<file path="config.mk">
export PLATFORM = sky130hd
export DESIGN_NAME = hci_h4_uart_deframer
export DESIGN_NICKNAME = d
export VERILOG_FILES = /design/src/rtl/hhd_pkg.sv /design/src/rtl/hhd_front.sv /design/src/rtl/hhd_queue.sv /design/src/rtl/hci_h4_uart_deframer.sv
export SDC_FILE = /design/constraint.sdc
export NUM_CORES = 1
export LEC_CHECK = 0
export BUFFER_PORTS_ARGS = -buffer_cell sky130_fd_sc_hd__buf_4
export CAP_MARGIN = 0
export CORE_ASPECT_RATIO = 0.8
export CORE_UTILIZATION = 44
export CTS_BUF_LIST = sky130_fd_sc_hd__clkbuf_16
export CTS_CLUSTER_DIAMETER = 60
export DETAILED_ROUTE_END_ITERATION = 16
export GPL_ROUTABILITY_DRIVEN = 1
export PLACE_DENSITY = 0.6
export SETUP_SLACK_MARGIN = 0.3
export SLEW_MARGIN = 20
export SYNTH_ARGS = -nofsm -noshare
export SYNTH_HDL_FRONTEND = slang
export SYNTH_SLANG_ARGS = --single-unit
</file>
<file path="constraint.sdc">
create_clock -name clk_i -period 7.5 [get_ports clk_i]
set_input_delay 0 -clock clk_i [delete_from_list [all_inputs] [get_ports clk_i]]
set_output_delay 0 -clock clk_i [all_outputs]
set_load 0.02 [all_outputs]
</file>
<file path="src/rtl/hhd_pkg.sv">
// Shared types and constants for the H4 UART deframer.
package hhd_pkg;

  typedef enum logic [1:0] {
    KIND_EVENT = 2'd0,
    KIND_ACL   = 2'd1,
    KIND_SCO   = 2'd2
  } pkt_kind_e;

  localparam logic [1:0] OUT_EVENT = 2'd0;
  localparam logic [1:0] OUT_ACL   = 2'd1;
  localparam logic [1:0] OUT_DROP  = 2'd2;

  localparam logic [2:0] HDR_LEN_EVENT = 3'd2;
  localparam logic [2:0] HDR_LEN_ACL   = 3'd4;
  localparam logic [2:0] HDR_LEN_SCO   = 3'd3;

  localparam logic [1:0] CFG_EVENT_CODE = 2'd0;
  localparam logic [1:0] CFG_ACL_CODE   = 2'd1;
  localparam logic [1:0] CFG_SCO_CODE   = 2'd2;

  localparam logic [7:0] RST_EVENT_CODE = 8'd4;
  localparam logic [7:0] RST_ACL_CODE   = 8'd2;
  localparam logic [7:0] RST_SCO_CODE   = 8'd3;

  typedef struct packed {
    logic [1:0] kind;
    logic [7:0] data;
    logic       last;
  } queue_item_t;

  function automatic logic [2:0] hdr_len_f(pkt_kind_e kind);
    logic [2:0] len;
    unique case (kind)
      KIND_EVENT: len = HDR_LEN_EVENT;
      KIND_ACL:   len = HDR_LEN_ACL;
      default:    len = HDR_LEN_SCO;
    endcase
    return len;
  endfunction

endpackage

</file>
<file path="src/rtl/hhd_front.sv">
// Front end: type code registers and per-byte packet framing state machine.
module hhd_front
  import hhd_pkg::*;
(
  input  logic        clk_i,
  input  logic        rst_ni,
  input  logic        cfg_we_i,
  input  logic [1:0]  cfg_idx_i,
  input  logic [7:0]  cfg_wdata_i,
  input  logic        accept_i,
  input  logic [7:0]  rx_byte_i,
  output logic        push_o,
  output queue_item_t item_o
);

  logic [7:0]  evt_code_q, acl_code_q, sco_code_q;
  logic        in_packet_q, in_packet_d;
  pkt_kind_e   kind_q, kind_d;
  logic [2:0]  hpos_q, hpos_d;
  logic [7:0]  len_lo_q, len_lo_d;
  logic [15:0] rem_q, rem_d;

  logic        emit;
  logic        last;
  logic [2:0]  hdr_len;
  logic [2:0]  hpos_n;
  logic [15:0] rem_n;

  always_ff @(posedge clk_i or negedge rst_ni) begin
    if (!rst_ni) begin
      evt_code_q <= RST_EVENT_CODE;
      acl_code_q <= RST_ACL_CODE;
      sco_code_q <= RST_SCO_CODE;
    end else if (cfg_we_i) begin
      unique case (cfg_idx_i)
        CFG_EVENT_CODE: evt_code_q <= cfg_wdata_i;
        CFG_ACL_CODE:   acl_code_q <= cfg_wdata_i;
        CFG_SCO_CODE:   sco_code_q <= cfg_wdata_i;
        default: ;
      endcase
    end
  end

  always_ff @(posedge clk_i or negedge rst_ni) begin
    if (!rst_ni) begin
      in_packet_q <= 1'b0;
      kind_q      <= KIND_EVENT;
      hpos_q      <= 3'd0;
      len_lo_q    <= 8'd0;
      rem_q       <= 16'd0;
    end else if (accept_i) begin
      in_packet_q <= in_packet_d;
      kind_q      <= kind_d;
      hpos_q      <= hpos_d;
      len_lo_q    <= len_lo_d;
      rem_q       <= rem_d;
    end
  end

  always_comb begin
    in_packet_d = in_packet_q;
    kind_d      = kind_q;
    hpos_d      = hpos_q;
    len_lo_d    = len_lo_q;
    rem_d       = rem_q;
    emit        = 1'b0;
    last        = 1'b0;
    hdr_len     = hdr_len_f(kind_q);
    hpos_n      = hpos_q;
    rem_n       = rem_q;
    item_o      = '{kind: OUT_DROP, data: rx_byte_i, last: 1'b1};

    if (!in_packet_q) begin
      // event wins over ACL, ACL over SCO
      if (rx_byte_i == evt_code_q || rx_byte_i == acl_code_q ||
          rx_byte_i == sco_code_q) begin
        in_packet_d = 1'b1;
        hpos_d      = 3'd0;
        len_lo_d    = 8'd0;
        rem_d       = 16'd0;
        if (rx_byte_i == evt_code_q) begin
          kind_d = KIND_EVENT;
        end else if (rx_byte_i == acl_code_q) begin
          kind_d = KIND_ACL;
        end else begin
          kind_d = KIND_SCO;
        end
      end else begin
        emit = 1'b1;
      end
    end else begin
      if (hpos_q < hdr_len) begin
        hpos_n = 3'(hpos_q + 3'd1);
        unique case (kind_q)
          KIND_EVENT: begin
            if (hpos_n == 3'd2) rem_n = {8'd0, rx_byte_i};
          end
          KIND_ACL: begin
            if (hpos_n == 3'd3) len_lo_d = rx_byte_i;
            else if (hpos_n == 3'd4) rem_n = {rx_byte_i, len_lo_q};
          end
          default: begin
            if (hpos_n == 3'd3) rem_n = {8'd0, rx_byte_i};
          end
        endcase
        hpos_d = hpos_n;
        last   = (hpos_n >= hdr_len) && (rem_n == 16'd0);
      end else begin
        if (rem_q != 16'd0) rem_n = 16'(rem_q - 16'd1);
        last = (rem_n == 16'd0);
      end
      rem_d = rem_n;
      if (last) in_packet_d = 1'b0;
      emit        = (kind_q == KIND_EVENT) || (kind_q == KIND_ACL);
      item_o.kind = (kind_q == KIND_ACL) ? OUT_ACL : OUT_EVENT;
      item_o.last = last;
    end
  end

  assign push_o = accept_i && emit;

  a_drop_is_last: assert property (@(posedge clk_i) disable iff (!rst_ni)
    push_o && item_o.kind == OUT_DROP |-> item_o.last)
    else $error("drop transfer without last flag");

  a_known_type_opens: assert property (@(posedge clk_i) disable iff (!rst_ni)
    accept_i && !in_packet_q && !push_o |=> in_packet_q && hpos_q == 3'd0)
    else $error("known type byte did not open a packet");

  a_hpos_bounded: assert property (@(posedge clk_i) disable iff (!rst_ni)
    in_packet_q |-> hpos_q <= hdr_len)
    else $error("header position past header length");

endmodule

</file>
<file path="src/rtl/hhd_queue.sv">
// Back end: small result queue feeding the output channel.
module hhd_queue
  import hhd_pkg::*;
#(
  parameter int unsigned Depth = 2
) (
  input  logic        clk_i,
  input  logic        rst_ni,
  input  logic        push_i,
  input  queue_item_t item_i,
  output logic        full_o,
  output logic        valid_o,
  input  logic        ready_i,
  output queue_item_t item_o
);

  localparam int unsigned PtrW = (Depth > 1) ? $clog2(Depth) : 1;
  localparam int unsigned CntW = $clog2(Depth + 1);
  localparam logic [PtrW-1:0] PtrLast = PtrW'(Depth - 1);
  localparam logic [CntW-1:0] CntFull = CntW'(Depth);

  queue_item_t     mem_q [Depth];
  logic [PtrW-1:0] wr_ptr_q, rd_ptr_q;
  logic [CntW-1:0] count_q;
  logic            pop;

  assign pop     = valid_o && ready_i;
  assign valid_o = (count_q != '0);
  assign full_o  = (count_q == CntFull);
  assign item_o  = mem_q[rd_ptr_q];

  always_ff @(posedge clk_i) begin
    if (push_i) mem_q[wr_ptr_q] <= item_i;
  end

  always_ff @(posedge clk_i or negedge rst_ni) begin
    if (!rst_ni) begin
      wr_ptr_q <= '0;
      rd_ptr_q <= '0;
      count_q  <= '0;
    end else begin
      if (push_i) wr_ptr_q <= (wr_ptr_q == PtrLast) ? '0 : PtrW'(wr_ptr_q + 1'b1);
      if (pop)    rd_ptr_q <= (rd_ptr_q == PtrLast) ? '0 : PtrW'(rd_ptr_q + 1'b1);
      if (push_i && !pop)      count_q <= CntW'(count_q + 1'b1);
      else if (pop && !push_i) count_q <= CntW'(count_q - 1'b1);
    end
  end

  a_count_bounded: assert property (@(posedge clk_i) disable iff (!rst_ni)
    count_q <= CntFull)
    else $error("queue count above depth");

  a_no_push_full: assert property (@(posedge clk_i) disable iff (!rst_ni)
    push_i && full_o |-> pop)
    else $error("push into full queue");

  a_pop_drains: assert property (@(posedge clk_i) disable iff (!rst_ni)
    pop && !push_i |=> count_q == CntW'($past(count_q) - 1'b1))
    else $error("pop did not reduce count");

endmodule

</file>
<file path="src/rtl/hci_h4_uart_deframer.sv">
// Top level of the H4 UART deframer: front-end framer plus result queue.
//
// Usage:
//   rx channel (rx_valid_i/rx_ready_o/rx_byte_i) takes one received UART
//   byte per transfer. The framer tracks type byte, header and payload
//   length, and each accepted byte yields zero or one result.
//   out channel (out_valid_o/out_ready_i) gives out_kind_o (event, ACL or
//   dropped unknown type), out_byte_o and out_last_o. SCO packets and
//   known type bytes produce no result.
//   cfg_we_i/cfg_idx_i/cfg_wdata_i write the event, ACL and SCO type codes;
//   write only while idle.
// Timing:
//   One byte is accepted per cycle while rx_ready_o is high; a result is
//   queued on its byte transfer and shown once earlier results are taken.
//   Throughput is set by the framer update and the QueueDepth-entry queue.
// Reset:
//   Type codes return to 4/2/3, the framer waits for a type byte and the
//   queue is emptied.
// Stall:
//   When out_ready_i is low the queue fills; rx_ready_o drops once it holds
//   QueueDepth results and returns as soon as one is taken.
module hci_h4_uart_deframer
  import hhd_pkg::*;
#(
  parameter int unsigned QueueDepth = 2
) (
  input  logic       clk_i,
  input  logic       rst_ni,
  input  logic       cfg_we_i,
  input  logic [1:0] cfg_idx_i,
  input  logic [7:0] cfg_wdata_i,
  input  logic       rx_valid_i,
  output logic       rx_ready_o,
  input  logic [7:0] rx_byte_i,
  output logic       out_valid_o,
  input  logic       out_ready_i,
  output logic [1:0] out_kind_o,
  output logic [7:0] out_byte_o,
  output logic       out_last_o
);

  logic        accept;
  logic        push;
  logic        full;
  queue_item_t front_item;
  queue_item_t back_item;

  assign rx_ready_o = !full;
  assign accept     = rx_valid_i && rx_ready_o;

  hhd_front u_front (
    .clk_i       (clk_i),
    .rst_ni      (rst_ni),
    .cfg_we_i    (cfg_we_i),
    .cfg_idx_i   (cfg_idx_i),
    .cfg_wdata_i (cfg_wdata_i),
    .accept_i    (accept),
    .rx_byte_i   (rx_byte_i),
    .push_o      (push),
    .item_o      (front_item)
  );

  hhd_queue #(
    .Depth (QueueDepth)
  ) u_queue (
    .clk_i   (clk_i),
    .rst_ni  (rst_ni),
    .push_i  (push),
    .item_i  (front_item),
    .full_o  (full),
    .valid_o (out_valid_o),
    .ready_i (out_ready_i),
    .item_o  (back_item)
  );

  assign out_kind_o = back_item.kind;
  assign out_byte_o = back_item.data;
  assign out_last_o = back_item.last;

endmodule

</file>
==> Flow_metrics.wiki, run 1 <==
{| class="wikitable"
! Metric !! Value
|-
| Unrepaired setup endpoints after global routing || no
|-
| Reg-to-reg endpoint || u_queue.mem_q[0][0]$_DFFE_PP_
|-
| Number of top-level design ports || 36
|-
| Outcome || finished, final reports clean
|-
| Final Routed Wirelength || 12.45 mm
|-
| Worst supply voltage drop on vdd || 0.1381 mV
|-
| Flip-flop and latch area || 2117 um^2
|-
| First-iteration detailed-routing DRC count || 419
|-
| Number of flip-flops and latches in the synthesized netlist || 80
|-
| Clk buf depth || 2
|-
| Number of slew-limit violations in the final report || 0
|-
| Antenna Violating Nets Remaining || 0
|-
| Largest fanout on the critical path || 12
|-
| Adder-Cell Fraction of Synth Area || 0.03426
|-
| Antenna cell count || 0
|-
| Static power due to leakage || 2.222 nW
|-
| Slowest CP cell || nor3b_1
|-
| Synthesized-area fraction occupied by xor and xnor cells || 0.05720
|-
| Worst path buffer plus inverter count || 1
|-
| Max Clock Skew || 0.007480 ns
|-
| Crit path kind || flip-flop to flip-flop
|-
| Final Critical Period || 3.107 ns
|-
| Fill count || 907
|-
| Sum of net half-perimeters after detailed placement || 8.427 mm
|-
| Number of buffers added by the clock tree synthesis step || 9
|-
| Die Span X || 118.1 um
|-
| Number of instances in the synthesized netlist || 465
|-
| H-tree Lvls || 3
|-
| Setup TNS Final || 0 ns
|-
| Total setup violations reported at the end of the flow || 0
|-
| Max-capacitance violation count || 0
|-
| Routed len/inst || 19.25 um
|-
| Sequential cell area fraction in the yosys report || 0.4460
|-
| Post-Layout Inst Area || 5609 um^2
|-
| Synthesized-area fraction occupied by ao, oa, aoi and oai cells || 0.1521
|-
| Number of buffer cells added on primary ports || 35
|-
| Worst hold stages || 4
|-
| Overflow after GRT || 0
|-
| Fmax || 321.8 MHz
|-
| Post-route clock period utilization || 0.4143
|-
| Post-synthesis area per instance || 10.21 um^2
|-
| Num Clock Sinks || 80
|-
| Largest delay share family, worst path || simple AND/OR/NAND/NOR gates
|-
| Unique cell type count in the Yosys netlist || 68
|-
| Global-route wire length before repair || 20.17 mm
|-
| Die outline area || 11210 um^2
|-
| Syn nets || 501
|-
| Most used cell along the critical path || nand3_1
|-
| Dominant register cell in the synthesized netlist || dfrtp_1
|-
| Arrival time worst endpoint || 3.28 ns
|-
| Post-route non-filler standard cell count || 647
|-
| Share of layout cells above drive strength 1 || 0.2130
|-
| Cell area after synthesis || 4747 um^2
|-
| Number of detailed-route iterations in the first pass || 5
|-
| Die Y-Extent || 94.91 um
|-
| Proportion of synthesized flip-flops having asynchronous set or reset || 0.7250
|-
| # nets final || 538
|-
| Antenna violations before repair || 0
|-
| CP cell instances || inv_1 -> ha_1 -> nor3b_1 -> o21a_1 -> o221ai_1 -> nor4_1 -> nand3_1 -> nand3_1
|-
| CP Data Required Time || 7.67 ns
|-
| Yosys Warn Count || 0
|-
| Remaining max-slew budget at the tightest pin || 0.3107
|-
| Standard cell area after detailed placement || 5077 um^2
|-
| Clk Latency, worst-skew pair || 0.33 ns
|-
| Total DRC errors in the routed layout || 0
|-
| Count of flip-flops with a built-in enable after synthesis || 22
|-
| Critical R2R Launch || u_front.hpos_q[1]$_DFFE_PN0P_
|-
| Element type at the critical path end || flip-flop
|-
| Count of endpoints failing hold in the final timing report || 0
|-
| Core footprint || 10360 um^2
|-
| Final design utilization || 0.5412
|-
| Combinational family with the most area after synthesis || simple AND/OR/NAND/NOR gates
|-
| Slew @ Worst Pin || 1.032 ns
|-
| CTS root buffer || clkbuf_16
|-
| Clock slew at the register clock pins of the worst setup and hold paths || 0.06 ns
|-
| Flop2flop setup slack || 4.39 ns
|-
| Multi-input gate area || 2425 um^2
|-
| Total routing usage reported by global routing || 0.2358
|-
| Power per cell area || 373.9 nW/um^2
|-
| Post-DR vias/cell || 5.910
|-
| Synth-to-Final Area Change || 18.16%
|-
| Total number of vias || 3824
|-
| Start point of the worst hold path || cfg_idx_i[1]
|-
| TritonCTS clock tree || yes
|-
| Worst hold path type || input pin to flip-flop
|-
| Number of global-route vias before repair || 3731
|-
| End point of the worst hold path || u_front.evt_code_q[3]$_DFFE_PN0P_
|-
| Row count || 33
|-
| Depth of the worst register-to-register path || 8
|-
| Initial cell density of the core || 0.4580
|-
| Maximum single-stage delay on the critical path || 0.83 ns
|-
| Maximum number of pins on one net before global-route repair || 59
|-
| Placer congestion estimate || 0.9025
|-
| Number of stages on the worst setup path || 8
|-
| Proportion of synthesized area in mux cells || 0.1044
|-
| Post-Place Cells || 613
|-
| Post-synthesis share of cell area spent on and, or, nand and nor gates || 0.1597
|-
| Critical Path Source Type || flip-flop
|}
[timing repair]
item / 4_1_cts / 5_1_grt
gates resized for setup: 0 / 0
endpoints found under the hold margin: 95 / 0
setup buffers: 0 / 0
hold buffers: 18 / 0
[worst register-to-register path, delay by kind of cell (launching register included)]
| kind | cells | cell delay (ns) |
|---|---|---|
| simple gates | 4 | 1.56 |
| compound gates | 2 | 0.67 |
| flops | 1 | 0.46 |
| fa+ha+maj | 1 | 0.15 |
| buf+inv | 1 | 0.11 |
[layout by cell type (no fill, tap or decap), types with 6 or more instances in the layout]
cell,synthesis,final
a21oi_1,11,11
clkbuf_16,0,9
nor3_1,9,9
dfrtp_1,54,54
inv_1,19,20
xnor2_1,28,27
nand2_1,28,28
edfxtp_1,22,22
mux2_2,36,36
or4_1,7,7
ha_1,13,13
o211ai_1,6,6
mux2i_1,9,9
nor2_1,32,32
dlygate4sd3_1,0,18
nor4_1,9,9
nand3_1,11,11
buf_4,0,39
nand4_1,9,9
o21ai_0,31,31
[cell type report]
cell class                      instances  area share
Inverter                               20     0.01338
Clock inverter                          7     0.02119
Sequential cell                        80      0.3774
Tap cell                              140     0.03123
Clock buffer                            9     0.04015
Multi-Input combinational cell        334      0.4323
Timing Repair Buffer                   57     0.08432
[how the worst max path moves through the flow]
stage / startpoint / endpoint / slack, ns
after floorplan: u_front.rem_q[0]$_DFFE_PN0P_ / u_front.in_packet_q$_DFFE_PN0P_ / 5.04
after global placement: u_front.hpos_q[0]$_DFFE_PN0P_ / u_queue.mem_q[0][0]$_DFFE_PP_ / 4.30
after detailed placement: u_front.hpos_q[0]$_DFFE_PN0P_ / u_queue.mem_q[0][0]$_DFFE_PP_ / 4.18
after CTS: u_front.hpos_q[0]$_DFFE_PN0P_ / u_queue.mem_q[0][0]$_DFFE_PP_ / 4.15
after global routing: u_front.hpos_q[1]$_DFFE_PN0P_ / u_queue.mem_q[0][0]$_DFFE_PP_ / 4.14
final: u_front.hpos_q[1]$_DFFE_PN0P_ / u_queue.mem_q[0][0]$_DFFE_PP_ / 4.39
[metrics by stage]
step / power (mW) / hold slack [ns] / setup WS (ns)
after floorplan: 1.322 / -0.2956 / 5.038
final: 2.097 / 0.2150 / 4.393
after global routing: 2.220 / 0.2221 / 4.139
after CTS: 2.087 / 0.2037 / 4.145
after global placement: 1.561 / 0.1231 / 4.298
after detailed placement: 1.567 / 0.1294 / 4.181
[where the power goes]
group	internal, mW	switching (mW)
clock	0.326	0.180
sequential	0.580	0.137
combinational	0.367	0.507
total	1.27	0.824
[cell usage after synthesis, types with 4 or more instances]
cell	count	area, um^2
dfrtp_1	54	1351
mux2_2	36	405.4
nor2_1	32	120.1
o21ai_0	31	155.2
nand2_1	28	105.1
xnor2_1	28	245.2
edfxtp_1	22	660.6
inv_1	19	71.32
clkbuf_1	17	63.81
ha_1	13	162.7
a21oi_1	11	55.05
buf_2	11	55.05
nand3_1	11	55.05
mux2i_1	9	90.09
nand4_1	9	56.30
nor3_1	9	45.04
nor4_1	9	56.30
or4_1	7	52.55
o211ai_1	6	45.04
a211oi_1	5	37.54
a22o_1	5	43.79
o221ai_1	5	43.79
o31ai_1	5	37.54
dfstp_2	4	105.1
o21a_1	4	30.03
o21ai_1	4	20.02
[logic make-up after synthesis]
logic type      count (synthesis)
buf+inv                        51
xor+xnor                       31
flops                          80
compound gates                107
mux                            45
fa+ha+maj                      13
simple gates                  138
[registers in the layout, indices dropped and copies added, names as in the netlist]
name / count
u_front.acl_code_q: 8
u_front.evt_code_q: 8
u_front.hpos_q: 3
u_front.in_packet_q: 1
u_front.kind_q: 2
u_front.len_lo_q: 8
u_front.rem_q: 16
u_front.sco_code_q: 8
u_queue.count_q: 2
u_queue.mem_q: 22
u_queue.rd_ptr_q: 1
u_queue.wr_ptr_q: 1
[layer usage]
metal  wire (um)  track usage  up-vias
met4         150      0.08013        0
met1        5834       0.3216     1841
met3         896      0.05133       17
met2        5574       0.3725      161
met5           0            0        -
li1            -            -     1805
Power figures use the tool's default switching activity.
==> inputs of run 2 (changes only) <==
--- a/config.mk
+++ b/config.mk
@@ -13,7 +13,7 @@
 export CTS_CLUSTER_DIAMETER = 60
 export DETAILED_ROUTE_END_ITERATION = 16
 export GPL_ROUTABILITY_DRIVEN = 1
-export PLACE_DENSITY = 0.6
+export PLACE_DENSITY = 0.63
 export SETUP_SLACK_MARGIN = 0.3
 export SLEW_MARGIN = 20
 export SYNTH_ARGS = -nofsm -noshare
==> constraint.sdc (replaced) <==
create_clock -name clk_i -period 2.8 [get_ports clk_i]
set_input_delay 0 -clock clk_i [delete_from_list [all_inputs] [get_ports clk_i]]
set_output_delay 0 -clock clk_i [all_outputs]
set_load 0.02 [all_outputs]
==> run 2 against run 1 <==
Sequential cell count did not move. Non-clock buffer count rose by 37. Count of clock-buffer cells in the layout rose by 1. Utilization rose by 3.5 points. Die area did not move. Clock power rose by 140%. Final cell count rose by 5.7%. Largest power group unchanged. Highest routed layer unchanged.
==> Flow_metrics.wiki, run 2 (synthesized netlist as in run 1, its figures left out) <==
{| class="wikitable"
! Metric !! Value
|-
| Outcome || finished, final reports clean
|-
| Synth-to-Final Area Change || 25.78%
|-
| Post-placement setup slack || 0.1737 ns (-4.007 ns)
|-
| CP cell instances || inv_2 -> ha_4 -> or4b_4 -> nor4_4 -> or3_4 -> o2111ai_2 -> or4_4 -> o21a_1
|-
| Setup TNS Final || 0 ns (unchanged)
|-
| Largest fanout on the critical path || 5 (-7)
|-
| Max-capacitance violation count || 0 (unchanged)
|-
| First-iteration detailed-routing DRC count || 295 (-30%)
|-
| Remaining max-slew budget at the tightest pin || 0.3700 (+0.05930)
|-
| Static power due to leakage || 2.411 nW (+8.5%)
|-
| Clock slew at the register clock pins of the worst setup and hold paths || 0.06 ns (about the same)
|-
| Placer congestion estimate || 0.9725 (+7.8%)
|-
| Fmax || 380.7 MHz (+18%)
|-
| Row count || 33 (unchanged)
|-
| Core footprint || 10360 um^2 (unchanged)
|-
| Share of layout cells above drive strength 1 || 0.2996 (+0.08661)
|-
| Element type at the critical path end || flip-flop
|-
| Total setup violations reported at the end of the flow || 0 (unchanged)
|-
| Slew @ Worst Pin || 0.9416 ns (-0.09019 ns)
|-
| Final Critical Period || 2.627 ns (-0.4803 ns)
|-
| Number of buffer cells added on primary ports || 35 (unchanged)
|-
| Number of global-route vias before repair || 3884 (+4.1%)
|-
| Worst supply voltage drop on vdd || 0.4301 mV (+210%)
|-
| Post-DR vias/cell || 5.909 (about the same)
|-
| Power per cell area || 984.9 nW/um^2 (+160%)
|-
| Antenna Violating Nets Remaining || 0 (unchanged)
|-
| Die Span X || 118.1 um (unchanged)
|-
| # nets final || 575 (+6.9%)
|-
| Antenna cell count || 0 (unchanged)
|-
| Total routing usage reported by global routing || 0.2437 (+0.007881)
|-
| Post-layout power || 5.881 mW (+180%)
|-
| Number of buffers added by the clock tree synthesis step || 9 (unchanged)
|-
| Global-route wire length before repair || 20.73 mm (+2.8%)
|-
| Post-route clock period utilization || 0.9381 (+0.5239)
|-
| Critical Path Source Type || flip-flop
|-
| Leading registers by flop count || u_queue.mem_q: 22 flops, u_front.rem_q: 16 flops
|-
| Number of detailed-route iterations in the first pass || 5 (unchanged)
|-
| Maximum single-stage delay on the critical path || 0.55 ns (-0.28 ns)
|-
| Arrival time worst endpoint || 2.85 ns (-0.43 ns)
|-
| Number of top-level design ports || 36 (unchanged)
|-
| Top reg by flops || u_queue.mem_q
|-
| Worst path setup slack after routing || 0.1732 ns (-4.220 ns)
|-
| Num Clock Sinks || 80 (unchanged)
|-
| Final Routed Wirelength || 12.86 mm (+3.3%)
|-
| CP Data Required Time || 3.03 ns (-4.64 ns)
|-
| Crit path kind || flip-flop to flip-flop
|-
| Sum of net half-perimeters after detailed placement || 8.718 mm (+3.5%)
|-
| Total number of vias || 4042 (+5.7%)
|-
| Worst hold path type || input pin to flip-flop
|-
| Slowest CP cell || or4_4
|-
| Die Y-Extent || 94.91 um (unchanged)
|-
| Worst path buffer plus inverter count || 1 (unchanged)
|-
| Clk Latency, worst-skew pair || 0.34 ns (about the same)
|-
| CTS root buffer || clkbuf_16
|-
| Hold slack || 0.2092 ns (-0.005756 ns)
|-
| Max Clock Skew || 0.007444 ns (-0.00003639 ns)
|-
| Overflow after GRT || 0 (unchanged)
|-
| Die outline area || 11210 um^2 (unchanged)
|-
| Largest delay share family, worst path || simple AND/OR/NAND/NOR gates
|-
| Most frequent standard cell in the layout excluding fill and tap cells || buf_4
|-
| Clk buf depth || 2 (unchanged)
|-
| Total DRC errors in the routed layout || 0 (unchanged)
|-
| Initial cell density of the core || 0.4580 (unchanged)
|-
| Count of endpoints failing hold in the final timing report || 0 (unchanged)
|-
| Commonest cells after routing, fill and taps aside || buf_4 (75), dfrtp_1 (52), mux2_2 (36), nor2_1 (31)
|-
| H-tree Lvls || 3 (unchanged)
|-
| Unrepaired setup endpoints after global routing || yes
|-
| Number of slew-limit violations in the final report || 0 (unchanged)
|-
| Post-route non-filler standard cell count || 684 (+5.7%)
|-
| TritonCTS clock tree || yes
|-
| Routed len/inst || 18.80 um (-2.3%)
|-
| Post-Place Cells || 636 (+3.8%)
|-
| Maximum number of pins on one net before global-route repair || 59 (unchanged)
|-
| Antenna violations before repair || 0 (unchanged)
|-
| Number of flip-flops under the largest register name || 22 (unchanged)
|}
-- run 2: cell count changes in the layout (fill, tap and decap cells not counted), moves of 3 or more --
| cell | previous run | this run |
|---|---|---|
| buf_4 | 39 | 75 |
| inv_2 | 0 | 3 |
| nor4_1 | 9 | 6 |
| o21ai_0 | 31 | 28 |
| o21ai_1 | 4 | 7 |
-- run 2: area by class of cell --
| type | instances | area (um^2) |
|---|---|---|
| fill | 888 | 4393 |
| multi-input combinational | 334 | 2537 |
| sequential | 80 | 2120 |
| timing repair buffer | 94 | 754.5 |
| clock buffer | 10 | 250.2 |
| tap | 140 | 175.2 |
| inverter | 20 | 75.07 |
| clock inverter | 6 | 58.81 |
-- run 2: metrics by stage --
| stage | util | instance area (um^2) |
|---|---|---|
| 2_1_floorplan | - | 4747 |
| 4_1_cts | 0.5591 | 5794 |
| 3_3_place_gp | 0.5066 | 5250 |
| 6_report | 0.5761 | 5971 |
| 5_1_grt | 0.5761 | 5971 |
| 3_5_place_dp | 0.5066 | 5250 |
-- run 2: timing repair --
| item | in CTS | in global routing |
|---|---|---|
| setup endpoints to repair | 4 | 32 |
| hold buffers | 18 | 0 |
| resized for setup | 8 | 24 |
| pin swaps | 2 | 10 |
| hold endpoints to repair | 95 | 0 |
| buffers inserted | 3 | 11 |
-- run 2: worst paths after layout --
path | endpoint | cells past startpoint | slack, ns | from
max reg2reg | u_front.in_packet_q$_DFFE_PN0P_ | 8 | 0.17 | u_front.rem_q[0]$_DFFE_PN0P_
max in group asynchronous | u_front.rem_q[1]$_DFFE_PN0P_ | 2 | 1.98 | rst_ni
max | u_front.in_packet_q$_DFFE_PN0P_ | 8 | 0.17 | u_front.rem_q[0]$_DFFE_PN0P_
min in group asynchronous | u_front.rem_q[10]$_DFFE_PN0P_ | 2 | 0.28 | rst_ni
min | u_front.evt_code_q[3]$_DFFE_PN0P_ | 4 | 0.21 | cfg_idx_i[0]
min reg2reg | u_queue.count_q[1]$_DFFE_PN0P_ | 1 | 0.49 | u_queue.count_q[1]$_DFFE_PN0P_
-- run 2: routing by layer --
layer,GRT usage,part of all wire,up-vias
li1,-,-,1876
met2,0.3745,0.45,168
met3,0.05676,0.069,19
met5,0,0,-
met1,0.3434,0.47,1979
met4,0.06944,0.013,0
-- run 2: worst register-to-register path: stages (launching register included) --
cell and delay, ns:
dfrtp_1 0.41, inv_2 0.12, ha_4 0.14, or4b_4 0.50, nor4_4 0.32, or3_4 0.20, o2111ai_2 0.11, or4_4 0.55
o21a_1 0.18
-- run 2: report_power, final --
| part | leakage (nW) | total [mW] | switching, mW | internal [mW] |
|---|---|---|---|---|
| clock | 0.157 | 1.21 | 0.468 | 0.739 |
| sequential | 0.867 | 1.88 | 0.320 | 1.56 |
| combinational | 1.39 | 2.80 | 1.56 | 1.24 |
==> inputs of run 3 (changes only) <==
--- a/config.mk
+++ b/config.mk
@@ -7,13 +7,15 @@
 export LEC_CHECK = 0
 export BUFFER_PORTS_ARGS = -buffer_cell sky130_fd_sc_hd__buf_4
 export CAP_MARGIN = 0
+export CELL_PAD_IN_SITES_DETAIL_PLACEMENT = 1
+export CELL_PAD_IN_SITES_GLOBAL_PLACEMENT = 1
 export CORE_ASPECT_RATIO = 0.8
-export CORE_UTILIZATION = 44
+export CORE_UTILIZATION = 43
 export CTS_BUF_LIST = sky130_fd_sc_hd__clkbuf_16
 export CTS_CLUSTER_DIAMETER = 60
 export DETAILED_ROUTE_END_ITERATION = 16
 export GPL_ROUTABILITY_DRIVEN = 1
-export PLACE_DENSITY = 0.63
+export PLACE_DENSITY = 0.75
 export SETUP_SLACK_MARGIN = 0.3
 export SLEW_MARGIN = 20
 export SYNTH_ARGS = -nofsm -noshare
==> run 3 against run 2 <==
Total power rose by 4.6%. Clock skew is 0.00056 ns higher. Final area rose by 1.7%. Sequential cell count did not move. Global-route usage increased by 5.5 points. Clock power fell by 12%. Maximum frequency increased by 1.1%. Sequential share of layout area decreased by 0.59 points. Critical endpoint unchanged.
==> Flow_metrics.wiki, run 3 (synthesized netlist as in run 1, its figures left out) <==
{| class="wikitable"
! Metric !! Value
|-
| Outcome || finished, final reports clean
|-
| Maximum number of pins on one net before global-route repair || 59 (unchanged)
|-
| # nets final || 586 (+1.9%)
|-
| Final Routed Wirelength || 16.90 mm (+31%)
|-
| Sum of net half-perimeters after detailed placement || 10.51 mm (+21%)
|-
| Fmax || 384.8 MHz (+1.1%)
|-
| Initial cell density of the core || 0.4526 (-0.005410)
|-
| Die Y-Extent || 95.98 um (+1.1%)
|-
| Arrival time worst endpoint || 2.84 ns (about the same)
|-
| Standard cell area after detailed placement || 5308 um^2 (+1.1%)
|-
| Routed len/inst || 24.31 um (+29%)
|-
| CTS root buffer || clkbuf_16
|-
| Crit path kind || flip-flop to flip-flop
|-
| Critical Path Source Type || flip-flop
|-
| Num Clock Sinks || 80 (unchanged)
|-
| Leading registers by flop count || u_queue.mem_q: 22 flops, u_front.rem_q: 16 flops
|-
| Die outline area || 11470 um^2 (+2.3%)
|-
| Slowest CP cell || or4_4
|-
| Number of slew-limit violations in the final report || 0 (unchanged)
|-
| Hold slack || 0.2056 ns (-0.003611 ns)
|-
| Total number of vias || 4309 (+6.6%)
|-
| Count of endpoints failing hold in the final timing report || 0 (unchanged)
|-
| Total setup violations reported at the end of the flow || 0 (unchanged)
|-
| Number of top-level design ports || 36 (unchanged)
|-
| Share of layout cells above drive strength 1 || 0.3369 (+0.03730)
|-
| Overflow after GRT || 0 (unchanged)
|-
| Fill count || 1145 (+29%)
|-
| Worst path setup slack after routing || 0.2012 ns (+0.02799 ns)
|-
| H-tree Lvls || 3 (unchanged)
|-
| Unrepaired setup endpoints after global routing || yes
|-
| Post-route clock period utilization || 0.9282 (-0.009997)
|-
| First-iteration detailed-routing DRC count || 402 (+36%)
|-
| Post-Layout Inst Area || 6075 um^2 (+1.7%)
|-
| Post-placement setup slack || 0.01454 ns (-0.1592 ns)
|-
| Setup TNS Final || 0 ns (unchanged)
|-
| Antenna cell count || 0 (unchanged)
|-
| Die Span X || 119.5 um (+1.1%)
|-
| Post-DR vias/cell || 6.200 (+4.9%)
|-
| Number of buffers added by the clock tree synthesis step || 9 (unchanged)
|-
| Element type at the critical path end || flip-flop
|-
| Most frequent standard cell in the layout excluding fill and tap cells || buf_4
|-
| Global-route wire length before repair || 25.28 mm (+22%)
|-
| Core footprint || 10490 um^2 (+1.2%)
|-
| Antenna Violating Nets Remaining || 0 (unchanged)
|-
| Top reg by flops || u_queue.mem_q
|-
| Synth-to-Final Area Change || 27.97%
|-
| Antenna violations before repair || 0 (unchanged)
|-
| Final Critical Period || 2.599 ns (-0.02799 ns)
|-
| Number of global-route vias before repair || 4414 (+14%)
|-
| Clk Latency, worst-skew pair || 0.35 ns (about the same)
|-
| Max-capacitance violation count || 0 (unchanged)
|-
| Worst supply voltage drop on vdd || 0.4525 mV (+5.2%)
|-
| Max Clock Skew || 0.008005 ns (+0.0005614 ns)
|-
| Commonest cells after routing, fill and taps aside || buf_4 (83), dfrtp_1 (51), mux2_2 (36), nand2_1 (28), o21ai_0 (28)
|-
| Row count || 33 (unchanged)
|-
| Post-route non-filler standard cell count || 695 (+1.6%)
|-
| Clock slew at the register clock pins of the worst setup and hold paths || 0.06 ns (about the same)
|-
| Largest fanout on the critical path || 5 (unchanged)
|-
| TritonCTS clock tree || yes
|-
| Remaining max-slew budget at the tightest pin || 0.4655 (+0.09552)
|-
| Power per cell area || 1012 nW/um^2 (+2.8%)
|-
| Number of detailed-route iterations in the first pass || 5 (unchanged)
|-
| Post-Place Cells || 642 (+0.94%)
|-
| Clk buf depth || 2 (unchanged)
|-
| Slew @ Worst Pin || 0.8018 ns (-0.1398 ns)
|-
| Number of flip-flops under the largest register name || 22 (unchanged)
|-
| Total DRC errors in the routed layout || 0 (unchanged)
|-
| Static power due to leakage || 2.465 nW (+2.2%)
|-
| Worst hold path type || input pin to flip-flop
|-
| CP Data Required Time || 3.04 ns (about the same)
|-
| Number of buffer cells added on primary ports || 35 (unchanged)
|-
| Placer congestion estimate || 0.8633 (-11%)
|-
| Maximum single-stage delay on the critical path || 0.54 ns (about the same)
|-
| CP cell instances || inv_2 -> ha_4 -> or4b_4 -> or2_4 -> o21bai_1 -> o2111ai_1 -> or4_4 -> o21a_1
|-
| Total routing usage reported by global routing || 0.2990 (+0.05532)
|}
run 3: cell type report:
class                   count  area (um^2)  share of cell area
clock inverters             7        33.78            0.005561
well taps                 140        175.2             0.02884
clock buffers               9        225.2             0.03708
inverters                  20        75.07             0.01236
flip-flops and latches     80         2121              0.3491
repair buffers            105        857.1              0.1411
multi-input cells         334         2587              0.4260
run 3: path summary, 6_finish.rpt:
path	startpoint	end	slack, ns	cells past startpoint
max	u_front.rem_q[0]$_DFFE_PN0P_	u_front.in_packet_q$_DFFE_PN0P_	0.20	8
min	cfg_idx_i[1]	u_front.evt_code_q[6]$_DFFE_PN0P_	0.21	4
max reg2reg	u_front.rem_q[0]$_DFFE_PN0P_	u_front.in_packet_q$_DFFE_PN0P_	0.20	8
min reg2reg	u_front.evt_code_q[1]$_DFFE_PN0P_	u_front.evt_code_q[1]$_DFFE_PN0P_	0.53	1
max in group asynchronous	rst_ni	u_front.kind_q[0]$_DFFE_PN0P_	1.92	2
min in group asynchronous	rst_ni	u_queue.count_q[1]$_DFFE_PN0P_	0.26	2
run 3: layer usage:
metal | track usage | wire length, um
met1 | 0.3863 | 6909
met3 | 0.05036 | 1243
met2 | 0.5014 | 8243
met4 | 0.1271 | 502
met5 | 0 | 0
run 3: worst max-delay path, delay by kind of cell (launching register included):
kind / cells / cell delay, ns
fa+ha+maj: 1 / 0.13
simple gates: 3 / 1.31
flops: 1 / 0.42
compound gates: 3 / 0.52
buf+inv: 1 / 0.11
run 3: through the flow:
| step | power (mW) | util |
|---|---|---|
| final | 6.150 | 0.5792 |
| after global routing | 6.402 | 0.5792 |
| after CTS | 5.783 | 0.5606 |
| after detailed placement | 4.545 | 0.5061 |
| after global placement | 4.414 | 0.5061 |
| after floorplan | 3.542 | - |
run 3: power breakdown:
group          leakage [nW]  switching, mW  internal (mW)  total (mW)
clock                 0.140          0.485          0.587        1.07
sequential            0.865          0.332           1.55        1.89
combinational          1.46           1.84           1.35        3.19
total                  2.46           2.66           3.49        6.15
run 3: repair_timing:
item | 4_1_cts | 5_1_grt
pin swaps | 3 | 11
resized for setup | 17 | 33
endpoints found under the setup margin | 18 | 24
endpoints found under the hold margin | 96 | 0
hold buffers | 18 | 0
buffers inserted | 11 | 8
